### src/design/spd_pkg.sv
// Package with shared types, header constants and the length decoder of the packet deframer.
package spd_pkg;

  localparam logic [7:0] HDR_BYTE0 = 8'h73;  // 's'
  localparam logic [7:0] HDR_BYTE1 = 8'h6E;  // 'n'
  localparam logic [7:0] HDR_BYTE2 = 8'h70;  // 'p'

  // Sum of the three header bytes, the starting value of the packet checksum.
  localparam logic [15:0] HDR_SUM = 16'(HDR_BYTE0) + 16'(HDR_BYTE1) + 16'(HDR_BYTE2);

  localparam logic [0:0] KIND_DATA = 1'b0;
  localparam logic [0:0] KIND_END  = 1'b1;

  localparam logic [0:0] STATUS_GOOD     = 1'b0;
  localparam logic [0:0] STATUS_MISMATCH = 1'b1;

  typedef struct packed {
    logic [0:0]  item_kind;
    logic [7:0]  data_byte;
    logic [5:0]  byte_index;
    logic [7:0]  packet_type;
    logic [7:0]  reg_address;
    logic [5:0]  payload_length;
    logic [0:0]  status;
    logic [15:0] computed_sum;
  } spd_result_t;

  // Payload length from the type byte: no data gives 0, a single register
  // gives 4 bytes, a batch gives 4 bytes per register in bits 5..2.
  function automatic logic [5:0] spd_decode_length(input logic [7:0] t);
    logic [5:0] len;
    if (!t[7]) begin
      len = 6'd0;
    end else if (!t[6]) begin
      len = 6'd4;
    end else begin
      len = {t[5:2], 2'b00};
    end
    return len;
  endfunction

endpackage

### src/design/spd_in_if.sv
// Input channel interface: one received byte per item.
interface spd_in_if;
  logic       valid;
  logic       ready;
  logic [7:0] rx_byte;

  modport source (output valid, output rx_byte, input ready);
  modport sink   (input valid, input rx_byte, output ready);
endinterface

### src/design/spd_out_if.sv
// Result channel interface: payload byte items and end-of-packet items.
interface spd_out_if;
  logic        valid;
  logic        ready;
  logic [0:0]  item_kind;
  logic [7:0]  data_byte;
  logic [5:0]  byte_index;
  logic [7:0]  packet_type;
  logic [7:0]  reg_address;
  logic [5:0]  payload_length;
  logic [0:0]  status;
  logic [15:0] computed_sum;

  modport source (output valid, output item_kind, output data_byte, output byte_index,
                  output packet_type, output reg_address, output payload_length,
                  output status, output computed_sum, input ready);
  modport sink   (input valid, input item_kind, input data_byte, input byte_index,
                  input packet_type, input reg_address, input payload_length,
                  input status, input computed_sum, output ready);
endinterface

### src/design/spd_core.sv
// Framing state machine, checksum adder and result register of the packet deframer.
module spd_core (
  input  logic                clk,
  input  logic                rst_n,
  input  logic                in_valid,
  output logic                in_ready,
  input  logic [7:0]          in_byte,
  output logic                res_valid,
  input  logic                res_ready,
  output spd_pkg::spd_result_t res_data
);
  import spd_pkg::*;

  typedef enum logic [2:0] {
    PH_HUNT, PH_GOT_S, PH_GOT_SN, PH_TYPE, PH_ADDR, PH_DATA, PH_CK_HI, PH_CK_LO
  } phase_t;

  phase_t      phase_r, phase_nxt;
  logic [7:0]  held_type_r, held_type_nxt;
  logic [7:0]  held_addr_r, held_addr_nxt;
  logic [5:0]  exp_len_r, exp_len_nxt;
  logic [5:0]  taken_r, taken_nxt;
  logic [15:0] sum_r, sum_nxt;
  logic [7:0]  ck_hi_r, ck_hi_nxt;
  logic        res_valid_r, res_valid_nxt;
  spd_result_t res_r, res_nxt;

  logic        in_fire;
  logic        emit;
  logic [15:0] sum_plus;
  logic [15:0] rx_sum;

  // The result register frees up when it is empty or being drained this cycle.
  assign in_ready = !res_valid_r || res_ready;
  assign in_fire  = in_valid && in_ready;
  assign sum_plus = sum_r + 16'(in_byte);
  assign rx_sum   = {ck_hi_r, in_byte};

  always_comb begin
    phase_nxt     = phase_r;
    held_type_nxt = held_type_r;
    held_addr_nxt = held_addr_r;
    exp_len_nxt   = exp_len_r;
    taken_nxt     = taken_r;
    sum_nxt       = sum_r;
    ck_hi_nxt     = ck_hi_r;
    emit          = 1'b0;
    res_nxt       = res_r;
    if (in_fire) begin
      case (phase_r)
        PH_HUNT: begin
          phase_nxt = (in_byte == HDR_BYTE0) ? PH_GOT_S : PH_HUNT;
        end
        PH_GOT_S: begin
          if (in_byte == HDR_BYTE1) begin
            phase_nxt = PH_GOT_SN;
          end else begin
            phase_nxt = (in_byte == HDR_BYTE0) ? PH_GOT_S : PH_HUNT;
          end
        end
        PH_GOT_SN: begin
          if (in_byte == HDR_BYTE2) begin
            phase_nxt = PH_TYPE;
            sum_nxt   = HDR_SUM;
          end else begin
            phase_nxt = (in_byte == HDR_BYTE0) ? PH_GOT_S : PH_HUNT;
          end
        end
        PH_TYPE: begin
          held_type_nxt = in_byte;
          exp_len_nxt   = spd_decode_length(in_byte);
          taken_nxt     = 6'd0;
          sum_nxt       = sum_plus;
          phase_nxt     = PH_ADDR;
        end
        PH_ADDR: begin
          held_addr_nxt = in_byte;
          sum_nxt       = sum_plus;
          phase_nxt     = (exp_len_r == 6'd0) ? PH_CK_HI : PH_DATA;
        end
        PH_DATA: begin
          sum_nxt                = sum_plus;
          emit                   = 1'b1;
          res_nxt.item_kind      = KIND_DATA;
          res_nxt.data_byte      = in_byte;
          res_nxt.byte_index     = taken_r;
          res_nxt.packet_type    = held_type_r;
          res_nxt.reg_address    = held_addr_r;
          res_nxt.payload_length = exp_len_r;
          res_nxt.status         = STATUS_GOOD;
          res_nxt.computed_sum   = sum_plus;
          taken_nxt              = taken_r + 6'd1;
          if (taken_nxt >= exp_len_r) begin
            phase_nxt = PH_CK_HI;
          end
        end
        PH_CK_HI: begin
          ck_hi_nxt = in_byte;
          phase_nxt = PH_CK_LO;
        end
        PH_CK_LO: begin
          emit                   = 1'b1;
          res_nxt.item_kind      = KIND_END;
          res_nxt.data_byte      = 8'd0;
          res_nxt.byte_index     = 6'd0;
          res_nxt.packet_type    = held_type_r;
          res_nxt.reg_address    = held_addr_r;
          res_nxt.payload_length = exp_len_r;
          res_nxt.status         = (rx_sum != sum_r) ? STATUS_MISMATCH : STATUS_GOOD;
          res_nxt.computed_sum   = sum_r;
          phase_nxt              = PH_HUNT;
        end
        default: begin
          phase_nxt = PH_HUNT;
        end
      endcase
    end
    if (res_valid_r && !res_ready) begin
      res_valid_nxt = 1'b1;
    end else begin
      res_valid_nxt = emit;
    end
  end

  always_ff @(posedge clk) begin
    if (!rst_n) begin
      phase_r     <= PH_HUNT;
      held_type_r <= 8'd0;
      held_addr_r <= 8'd0;
      exp_len_r   <= 6'd0;
      taken_r     <= 6'd0;
      sum_r       <= 16'd0;
      ck_hi_r     <= 8'd0;
      res_valid_r <= 1'b0;
    end else begin
      phase_r     <= phase_nxt;
      held_type_r <= held_type_nxt;
      held_addr_r <= held_addr_nxt;
      exp_len_r   <= exp_len_nxt;
      taken_r     <= taken_nxt;
      sum_r       <= sum_nxt;
      ck_hi_r     <= ck_hi_nxt;
      res_valid_r <= res_valid_nxt;
    end
  end

  always_ff @(posedge clk) begin
    if (emit) begin
      res_r <= res_nxt;
    end
  end

  assign res_valid = res_valid_r;
  assign res_data  = res_r;

endmodule

### src/design/spd_out_buf.sv
// Output register with a skid stage, so the ready toward the core is registered.
module spd_out_buf (
  input  logic                clk,
  input  logic                rst_n,
  input  logic                in_valid,
  output logic                in_ready,
  input  spd_pkg::spd_result_t in_data,
  output logic                out_valid,
  input  logic                out_ready,
  output spd_pkg::spd_result_t out_data
);
  import spd_pkg::*;

  logic        out_valid_r;
  logic        skid_valid_r;
  spd_result_t out_r;
  spd_result_t skid_r;
  logic        push;
  logic        pop;

  assign in_ready = !skid_valid_r;
  assign push     = in_valid && !skid_valid_r;
  assign pop      = out_valid_r && out_ready;

  always_ff @(posedge clk) begin
    if (!rst_n) begin
      out_valid_r  <= 1'b0;
      skid_valid_r <= 1'b0;
    end else begin
      if (!out_valid_r || pop) begin
        if (skid_valid_r) begin
          out_r        <= skid_r;
          out_valid_r  <= 1'b1;
          skid_valid_r <= 1'b0;
        end else begin
          if (push) begin
            out_r <= in_data;
          end
          out_valid_r <= push;
        end
      end else if (push) begin
        skid_r       <= in_data;
        skid_valid_r <= 1'b1;
      end
    end
  end

  assign out_valid = out_valid_r;
  assign out_data  = out_r;

endmodule

### src/design/sensor_packet_deframer.sv
// Top level of the sensor packet deframer with its 16-bit additive checksum check.
//
// The deframer takes one received byte per item and accepts a byte in every
// cycle while the result side keeps draining. It hunts for the header "snp",
// then reads a packet-type byte and a register-address byte; the type byte
// sets the payload length (0, 4, or 4 bytes per register for a batch of up
// to 15 registers). Each payload byte leaves as a data item together with its
// index, the type, the address, the decoded length and the running sum that
// includes it. After the two big-endian checksum bytes an end item reports
// whether they match the 16-bit wrapping sum of header, type, address and
// payload bytes; on either outcome the hunt restarts with the next byte.
// Header, type, address and checksum-high bytes produce no item. A result
// passes from the framing state machine's result register to the output
// register, through the skid register while the output register is full.
// A two-entry output stage (output register plus skid register)
// lets the deframer take new bytes while a finished item waits, so input
// ready drops only when both entries and the result register are full.
module sensor_packet_deframer (
  input  logic clk,
  input  logic rst_n,
  spd_in_if.sink    in_ch,
  spd_out_if.source out_ch
);
  import spd_pkg::*;

  logic        res_valid;
  logic        res_ready;
  spd_result_t res_data;
  spd_result_t out_data;

  // Framing state machine and checksum adder; results land in its register.
  spd_core u_core (
    .clk       (clk),
    .rst_n     (rst_n),
    .in_valid  (in_ch.valid),
    .in_ready  (in_ch.ready),
    .in_byte   (in_ch.rx_byte),
    .res_valid (res_valid),
    .res_ready (res_ready),
    .res_data  (res_data)
  );

  // Output register and skid entry decouple the result side from the core.
  spd_out_buf u_out_buf (
    .clk       (clk),
    .rst_n     (rst_n),
    .in_valid  (res_valid),
    .in_ready  (res_ready),
    .in_data   (res_data),
    .out_valid (out_ch.valid),
    .out_ready (out_ch.ready),
    .out_data  (out_data)
  );

  assign out_ch.item_kind      = out_data.item_kind;
  assign out_ch.data_byte      = out_data.data_byte;
  assign out_ch.byte_index     = out_data.byte_index;
  assign out_ch.packet_type    = out_data.packet_type;
  assign out_ch.reg_address    = out_data.reg_address;
  assign out_ch.payload_length = out_data.payload_length;
  assign out_ch.status         = out_data.status;
  assign out_ch.computed_sum   = out_data.computed_sum;

endmodule
### src/flat_wrapper.sv
// flat-port wrapper written by rule: the top's interface ports become plain ports
module sensor_packet_deframer_flat import spd_pkg::*;
  (clk, rst_n, in_ch_valid, in_ch_rx_byte, in_ch_ready, out_ch_valid, out_ch_item_kind, out_ch_data_byte, out_ch_byte_index, out_ch_packet_type, out_ch_reg_address, out_ch_payload_length, out_ch_status, out_ch_computed_sum, out_ch_ready);
  spd_in_if in_ch_i ();
  spd_out_if out_ch_i ();
  input  logic clk;
  input  logic rst_n;
  input wire logic [$bits(in_ch_i.valid)-1:0] in_ch_valid;
  input wire logic [$bits(in_ch_i.rx_byte)-1:0] in_ch_rx_byte;
  output wire logic [$bits(in_ch_i.ready)-1:0] in_ch_ready;
  output wire logic [$bits(out_ch_i.valid)-1:0] out_ch_valid;
  output wire logic [$bits(out_ch_i.item_kind)-1:0] out_ch_item_kind;
  output wire logic [$bits(out_ch_i.data_byte)-1:0] out_ch_data_byte;
  output wire logic [$bits(out_ch_i.byte_index)-1:0] out_ch_byte_index;
  output wire logic [$bits(out_ch_i.packet_type)-1:0] out_ch_packet_type;
  output wire logic [$bits(out_ch_i.reg_address)-1:0] out_ch_reg_address;
  output wire logic [$bits(out_ch_i.payload_length)-1:0] out_ch_payload_length;
  output wire logic [$bits(out_ch_i.status)-1:0] out_ch_status;
  output wire logic [$bits(out_ch_i.computed_sum)-1:0] out_ch_computed_sum;
  input wire logic [$bits(out_ch_i.ready)-1:0] out_ch_ready;
  assign in_ch_i.valid = in_ch_valid;
  assign in_ch_i.rx_byte = in_ch_rx_byte;
  assign in_ch_ready = in_ch_i.ready;
  assign out_ch_valid = out_ch_i.valid;
  assign out_ch_item_kind = out_ch_i.item_kind;
  assign out_ch_data_byte = out_ch_i.data_byte;
  assign out_ch_byte_index = out_ch_i.byte_index;
  assign out_ch_packet_type = out_ch_i.packet_type;
  assign out_ch_reg_address = out_ch_i.reg_address;
  assign out_ch_payload_length = out_ch_i.payload_length;
  assign out_ch_status = out_ch_i.status;
  assign out_ch_computed_sum = out_ch_i.computed_sum;
  assign out_ch_i.ready = out_ch_ready;
  sensor_packet_deframer u_core (.clk(clk), .rst_n(rst_n), .in_ch(in_ch_i), .out_ch(out_ch_i));
endmodule
### config.mk
export PLATFORM = sky130hd
export DESIGN_NAME = sensor_packet_deframer_flat
export DESIGN_NICKNAME = d
export VERILOG_FILES = /design/src/design/spd_pkg.sv /design/src/design/spd_in_if.sv /design/src/design/spd_out_if.sv /design/src/design/spd_core.sv /design/src/design/spd_out_buf.sv /design/src/design/sensor_packet_deframer.sv /design/src/flat_wrapper.sv
export SDC_FILE = /design/constraint.sdc
export NUM_CORES = 1
export LEC_CHECK = 0
export ABC_AREA = 0
export BUFFER_PORTS_ARGS = -buffer_cell sky130_fd_sc_hd__buf_2
export CAP_MARGIN = 25
export CORE_MARGIN = 2
export CORE_UTILIZATION = 40
export DETAILED_ROUTE_END_ITERATION = 8
export PLACE_DENSITY_LB_ADDON = 0.15
export SYNTH_ARGS = -nofsm -noshare
export SYNTH_HDL_FRONTEND = slang
export SYNTH_SLANG_ARGS = --single-unit
### constraint.sdc
create_clock -name clk -period 4.15 [get_ports clk]
set_input_delay 0.6225 -clock clk [delete_from_list [all_inputs] [get_ports clk]]
set_output_delay 0.6225 -clock clk [all_outputs]
set_load 0.05 [all_outputs]
==> impl_metrics.env, run 1 <==
export IMPL_status="finished clean"
export IMPL_synth_flop_type="sky130_fd_sc_hd__edfxtp_1"
export IMPL_gp_routability_congestion=0.817
export IMPL_hold_critical_path_endpoint="u_core.u_out_buf.skid_valid_r"
export IMPL_first_pass_grt_wire_length_mm=27.9
export IMPL_power_per_cell_area_mw_per_mm2=422
export IMPL_number_of_antenna_violations_at_the_first_check_in_global_routing=1
export IMPL_timing_critical_path_from="u_core.u_core.sum_r[0]"
export IMPL_min_period_over_period=0.622
export IMPL_cts_buffers=22
export IMPL_synthesis_area_mm2=0.00878
export IMPL_io_pin_count=68
export IMPL_routed_wl_mm=17.1
export IMPL_slowest_delay_ns=0.55
export IMPL_synth_top_area_share=0.533
export IMPL_synth_edff_count=156
export IMPL_worst_case_clock_skew_ns=0.0120
export IMPL_path_clk_slew_ns=0.06
export IMPL_cts_sinks=212
export IMPL_vdd_ir_drop_worst_v=0.000186
export IMPL_dp_final_hpwl_mm=11.0
export IMPL_rsz_0062_raised_after_global_routing="false"
export IMPL_syn_mean_instance_area_um2=13.9
export IMPL_setup_total_negative_slack_ns=0
export IMPL_critical_path_peak_fanout=6
export IMPL_dieHeight_um=152
export IMPL_number_of_global_route_vias_before_repair=5125
export IMPL_achievable_frequency_mhz=387
export IMPL_yosysSeqAreaShare=0.661
export IMPL_reg2regPathDepth=7
export IMPL_critical_path_reg2reg_endpoint="u_core.u_core.sum_r[14]"
export IMPL_critical_path_reg2reg_startpoint="u_core.u_core.sum_r[0]"
export IMPL_endpoint_kind_of_the_worst_setup_timing_path="flip-flop"
export IMPL_synthCells=631
export IMPL_required_time_at_the_worst_slack_endpoint_ns=4.54
export IMPL_port_buffer_count=65
export IMPL_area_growth_syn_to_layout_pct=14.7
export IMPL_synthesis_yosys_warnings=0
export IMPL_preCtsSetupSlack_ns=1.19
export IMPL_hold_path_startpoint="out_ch_ready"
export IMPL_fin_total_pwr_uw=4250
export IMPL_overflow=0
export IMPL_cap_violations=0
export IMPL_root_buffer="sky130_fd_sc_hd__clkbuf_16"
export IMPL_ctsHtreeMaxLevel=1
export IMPL_first_iter_violations=369
export IMPL_yosys_top_cells_count="sky130_fd_sc_hd__edfxtp_1, sky130_fd_sc_hd__dfxtp_1, sky130_fd_sc_hd__mux2_2"
export IMPL_initial_util=0.405
export IMPL_path_cells="ha_1 > fa_1 > a211oi_1 > nor3_1 > o21ai_0 > nor2_1 > o221a_2"
export IMPL_detailedRoute_firstPassIterationCount=5
export IMPL_min_delay_path_class="input pin to flip-flop"
export IMPL_worst_r2r_setup_slack_ns=1.57
export IMPL_final_critical_path_setup_slack_ns=1.57
export IMPL_setup_crit_start_kind="flip-flop"
export IMPL_number_of_flip_flops_and_latches_in_the_synthesized_netlist=212
export IMPL_cell_with_the_most_instances_after_synthesis="sky130_fd_sc_hd__edfxtp_1"
export IMPL_synth_area_leaders="sky130_fd_sc_hd__edfxtp_1, sky130_fd_sc_hd__dfxtp_1, sky130_fd_sc_hd__mux2_2, sky130_fd_sc_hd__nand2_1, sky130_fd_sc_hd__mux2i_1"
export IMPL_via_per_inst=5.22
export IMPL_finalHoldViolCount=0
export IMPL_path_class="flip-flop to flip-flop"
export IMPL_worstHoldPathCells=2
export IMPL_hold_worst_slack_ns=0.296
export IMPL_insertion_delay_ns=0.50
export IMPL_clock_tree_from_tritoncts="built"
export IMPL_num_rows=54
export IMPL_drt_drc_violations_left=0
export IMPL_track_usage=0.148
export IMPL_ant_nets=0
export IMPL_post_cts_repair_setup_buffers=0
export IMPL_finalMaxSlewViolations=0
export IMPL_clockBufferDepth=3
export IMPL_routed_wire_length_per_instance_um=17.3
export IMPL_timing_final_setup_violations=0
export IMPL_die_x_um=152
export IMPL_multi_input_comb_area_mm2=0.00275
export IMPL_cp_data_arrival_time_ns=2.97
export IMPL_route_vias_total=5162
export IMPL_die_area_mm2=0.0232
export IMPL_relSlewSlack=0.458
export IMPL_core_mm2=0.0217
export IMPL_grt_max_degree=56
export IMPL_cp_slowest_cell="sky130_fd_sc_hd__o21ai_0"
export IMPL_synth_top_cell_by_area="sky130_fd_sc_hd__edfxtp_1"
export IMPL_p_leak_uw=0.00377
export IMPL_yosysUniqueCellTypes=64
export IMPL_cts_resized=0
export IMPL_area_sequential_mm2=0.00581
export IMPL_layout_drive_gt1_share=0.237
export IMPL_hold_buffers=0
export IMPL_final_critical_period_ns=2.58
export IMPL_design_final_nets=719
export IMPL_worst_pin_slew_ns=0.811
export IMPL_final_fill_count=1932
export IMPL_ys_async_sr_fraction=0
==> worst max path at each step <==
stage                                               to  slack (ns)  cells past startpoint
after floorplan           u_core.u_out_buf.out_data[0]        0.39                      4
after global placement      u_core.u_core.res_data[14]        1.25                      8
after detailed placement       u_core.u_core.sum_r[14]        1.19                      8
after CTS                                  in_ch_ready        1.57                      3
after global routing        u_core.u_core.res_data[14]        1.46                      4
final                          u_core.u_core.sum_r[14]        1.57                      7
==> placed cells by master (no fill, tap or decap), drive strengths merged, types with 4 or more instances in the layout <==
cell and count:
xor2 10, clkbuf 32, a31oi 5, buf 73, a21oi 13, nor2 25, mux2i 18, a22oi 5
and2 14, nor2b 16, o211ai 4, o21ai 19, edfxtp 156, ha 14, nor4 4, a21boi 17
dfxtp 56, a211oi 4, inv 4, nand2 50, a21o 5, nand3 17, xnor2 17, clkinv 9
mux2 53, nand4 7, or3 4, nor3 8
==> flip-flops by register name, summed over array words and instances (netlist names), 3 cells and up <==
signal,count
u_core.u_core.phase_r,3
u_core.u_core.exp_len_r,4
u_core.u_core.sum_r,16
u_core.u_core.held_addr_r,8
u_core.u_core.ck_hi_r,8
u_core.u_out_buf.out_data,52
u_core.u_core.held_type_r,8
u_core.u_core.taken_r,6
u_core.u_out_buf.skid_r,52
u_core.u_core.res_data,52
==> per-layer routing <==
| metal | routed length, um | vias up | global-route usage | share of wire |
|---|---|---|---|---|
| met4 | 345 | 0 | 0.0467 | 0.020 |
| met5 | 0 | - | 0 | 0 |
| met2 | 7670 | 153 | 0.229 | 0.45 |
| li1 | - | 2473 | - | - |
| met3 | 1010 | 25 | 0.0265 | 0.059 |
| met1 | 8100 | 2511 | 0.215 | 0.47 |
==> cell families after synthesis <==
group	Yosys count	synth area share
xor gates and xnor gates	27	0.0269
and+or+nand+nor	170	0.101
other	1	0.000427
adders and majority gates	15	0.0222
AOI/OAI and AO/OA	92	0.0724
DFF	212	0.661
buffers and inverters	43	0.0278
muxes	71	0.0884
==> critical path: cells and delay by family (launching register included) <==
kind	cells	cell delay, ns
fa+ha+maj	2	0.70
compound gates	3	1.18
simple gates	2	0.25
flops	1	0.33
==> stage by stage <==
| step | instance area (um^2) | util | std cells |
|---|---|---|---|
| after floorplan | 8790 | - | 632 |
| after global placement | 9340 | 0.430 | 947 |
| after detailed placement | 9360 | 0.431 | 948 |
| after CTS | 10100 | 0.464 | 988 |
| after global routing | 10100 | 0.464 | 989 |
| final | 10100 | 0.464 | 989 |
==> layout make-up <==
type                            count  share of cell area
Antenna cell                        1            0.000248
Clock buffer                       32              0.0645
Clock inverter                      8             0.00634
Inverter                            6             0.00224
Multi-Input combinational cell    377               0.273
Sequential cell                   212               0.577
Tap cell                          280              0.0348
Timing Repair Buffer               73              0.0420
==> where the power goes <==
group	total, uW	switching [uW]	internal (uW)
combinational	85.1	57.0	28.1
sequential	2250	4.28	2250
clock	1920	771	1150
total	4250	832	3420
Power figures use the tool's default switching activity.
==> run 2: changes to the inputs <==
==> constraint.sdc (replaced) <==
create_clock -name clk -period 2.13 [get_ports clk]
set_input_delay 0.3195 -clock clk [delete_from_list [all_inputs] [get_ports clk]]
set_output_delay 0.3195 -clock clk [all_outputs]
set_load 0.05 [all_outputs]
==> run 2 against run 1 <==
Routed wire length up 11%. Largest cell class unchanged. Sequential power increased by 95%. Sequential cell count is the same. Clock skew decreased by 0.0019 ns. Utilization up 2.6 points. Critical path type unchanged. Largest power group unchanged. Cell count rose by 6.1%. Sequential share of layout area decreased by 3.0 points. Global-route usage rose by 1.5 points. Worst setup slack got worse by 1.5 ns. Via count up 5.1%.
==> impl_metrics.env, run 2 (synthesis gave the netlist of run 1 again) <==
export IMPL_status="finished clean"
export IMPL_design_final_nets=779
export IMPL_cts_sinks=212
export IMPL_worst_r2r_setup_slack_ns=0.06
export IMPL_number_of_antenna_violations_at_the_first_check_in_global_routing=0
export IMPL_slowest_delay_ns=0.41
export IMPL_die_x_um=152
export IMPL_number_of_global_route_vias_before_repair=5435
export IMPL_path_clk_slew_ns=0.07
export IMPL_achievable_frequency_mhz=483
export IMPL_critical_path_reg2reg_startpoint="u_core.u_core.sum_r[0]"
export IMPL_area_sequential_mm2=0.00581
export IMPL_first_iter_violations=357
export IMPL_gp_routability_congestion=0.868
export IMPL_worst_case_clock_skew_ns=0.0101
export IMPL_required_time_at_the_worst_slack_endpoint_ns=2.57
export IMPL_final_fill_count=1854
export IMPL_cp_slowest_cell="sky130_fd_sc_hd__o31a_1"
export IMPL_final_common_cell="sky130_fd_sc_hd__edfxtp_1"
export IMPL_placedCellCount=1004
export IMPL_finalHoldViolCount=0
export IMPL_insertion_delay_ns=0.52
export IMPL_fin_cells=1049
export IMPL_min_delay_path_class="input pin to flip-flop"
export IMPL_relSlewSlack=0.613
export IMPL_setup_crit_start_kind="flip-flop"
export IMPL_critical_path_top_cell_by_count="sky130_fd_sc_hd__buf_4"
export IMPL_drt_drc_violations_left=0
export IMPL_port_buffer_count=65
export IMPL_via_per_inst=5.17
export IMPL_layout_drive_gt1_share=0.330
export IMPL_finalMaxSlewViolations=0
export IMPL_grt_max_degree=53
export IMPL_commonest_cells_after_routing_fill_and_taps_aside="sky130_fd_sc_hd__edfxtp_1, sky130_fd_sc_hd__buf_2, sky130_fd_sc_hd__buf_4, sky130_fd_sc_hd__mux2_2, sky130_fd_sc_hd__dfxtp_1"
export IMPL_core_mm2=0.0217
export IMPL_dieHeight_um=152
export IMPL_detailedRoute_firstPassIterationCount=5
export IMPL_clock_tree_from_tritoncts="built"
export IMPL_path_class="flip-flop to flip-flop"
export IMPL_min_period_over_period=0.972
export IMPL_endpoint_kind_of_the_worst_setup_timing_path="flip-flop"
export IMPL_power_per_cell_area_mw_per_mm2=809
export IMPL_root_buffer="sky130_fd_sc_hd__clkbuf_16"
export IMPL_ant_nets=0
export IMPL_worst_pin_slew_ns=0.579
export IMPL_num_rows=54
export IMPL_cp_data_arrival_time_ns=2.51
export IMPL_path_cells="ha_2 > buf_4 > a211oi_2 > o21ai_1 > o31a_1 > buf_4 > o2111a_1 > nor3_2"
export IMPL_cp_num_buf_inv=2
export IMPL_vdd_ir_drop_worst_v=0.000431
export IMPL_cts_buffers=23
export IMPL_final_critical_path_setup_slack_ns=0.0598
export IMPL_p_leak_uw=0.00411
export IMPL_timing_critical_path_from="u_core.u_core.sum_r[0]"
export IMPL_n_antenna_cell=0
export IMPL_clockBufferDepth=3
export IMPL_initial_util=0.405
export IMPL_io_pin_count=68
export IMPL_rsz_0062_raised_after_global_routing="true"
export IMPL_routed_wl_mm=19.0
export IMPL_die_area_mm2=0.0232
export IMPL_fin_total_pwr_uw=8610
export IMPL_ctsHtreeMaxLevel=1
export IMPL_preCtsSetupSlack_ns=-0.245
export IMPL_track_usage=0.163
export IMPL_cap_violations=0
export IMPL_multi_input_comb_area_mm2=0.00282
export IMPL_hold_path_startpoint="rst_n"
export IMPL_critical_path_peak_fanout=7
export IMPL_dp_final_hpwl_mm=12.7
export IMPL_routed_wire_length_per_instance_um=18.1
export IMPL_timing_critical_path_max_delay_family="compound AO/OA/AOI/OAI gates"
export IMPL_area_growth_syn_to_layout_pct=21.1
export IMPL_final_critical_period_ns=2.07
export IMPL_first_pass_grt_wire_length_mm=30.4
export IMPL_route_vias_total=5426
export IMPL_overflow=0
export IMPL_timing_final_setup_violations=0
## run 2: area by class of cell
cell class	count	area share
multi-input combinational	377	0.265
clock buffer	28	0.0607
timing repair buffer	132	0.0804
tap	280	0.0329
sequential	212	0.546
clock inverter	14	0.0121
inverter	6	0.00247
## run 2: path summary, 6_finish.rpt
check | to | depth (start not counted)
hold reg to reg | u_core.u_core.res_data[31] | 0
setup / recovery | u_core.u_core.sum_r[11] | 8
hold / removal | u_core.u_out_buf.skid_valid_r | 3
setup reg to reg | u_core.u_core.sum_r[11] | 8
## run 2: tightest hold or removal path: stages
cell and delay, ns:
sky130_fd_sc_hd__buf_2 0.13, sky130_fd_sc_hd__o21ai_0 0.19, sky130_fd_sc_hd__nor3b_1 0.07
## run 2: repair_timing
action	CTS	global route
pin swaps	4	5
gates resized for setup	3	16
hold buffers	1	0
setup buffers	0	2
setup endpoints to repair	7	20
hold endpoints to repair	1	0
## run 2: metal layers
metal | global-route usage | wire length (um) | up-vias
met2 | 0.249 | 8400 | 152
met3 | 0.0356 | 1180 | 30
li1 | - | - | 2595
met5 | 0 | 0 | -
met1 | 0.235 | 9080 | 2649
met4 | 0.0494 | 358 | 0
## run 2: stage by stage
step / TNS [ns] / instance area [um^2] / hold WS (ns) / util
6_report: 0 / 10600 / 0.231 / 0.491
5_1_grt: -0.158 / 10600 / 0.229 / 0.491
3_5_place_dp: -2.82 / 9770 / 0.419 / 0.451
3_3_place_gp: -2.03 / 9770 / 0.418 / 0.451
4_1_cts: 0 / 10600 / 0.201 / 0.487
2_1_floorplan: 0 / 8810 / 0.396 / -
## run 2: report_power, final
group / leakage, uW / total [uW] / switching (uW) / internal, uW
combinational: 0.00171 / 227 / 137 / 89.7
clock: 0.000387 / 4000 / 1680 / 2320
sequential: 0.00201 / 4380 / 2.69 / 4380
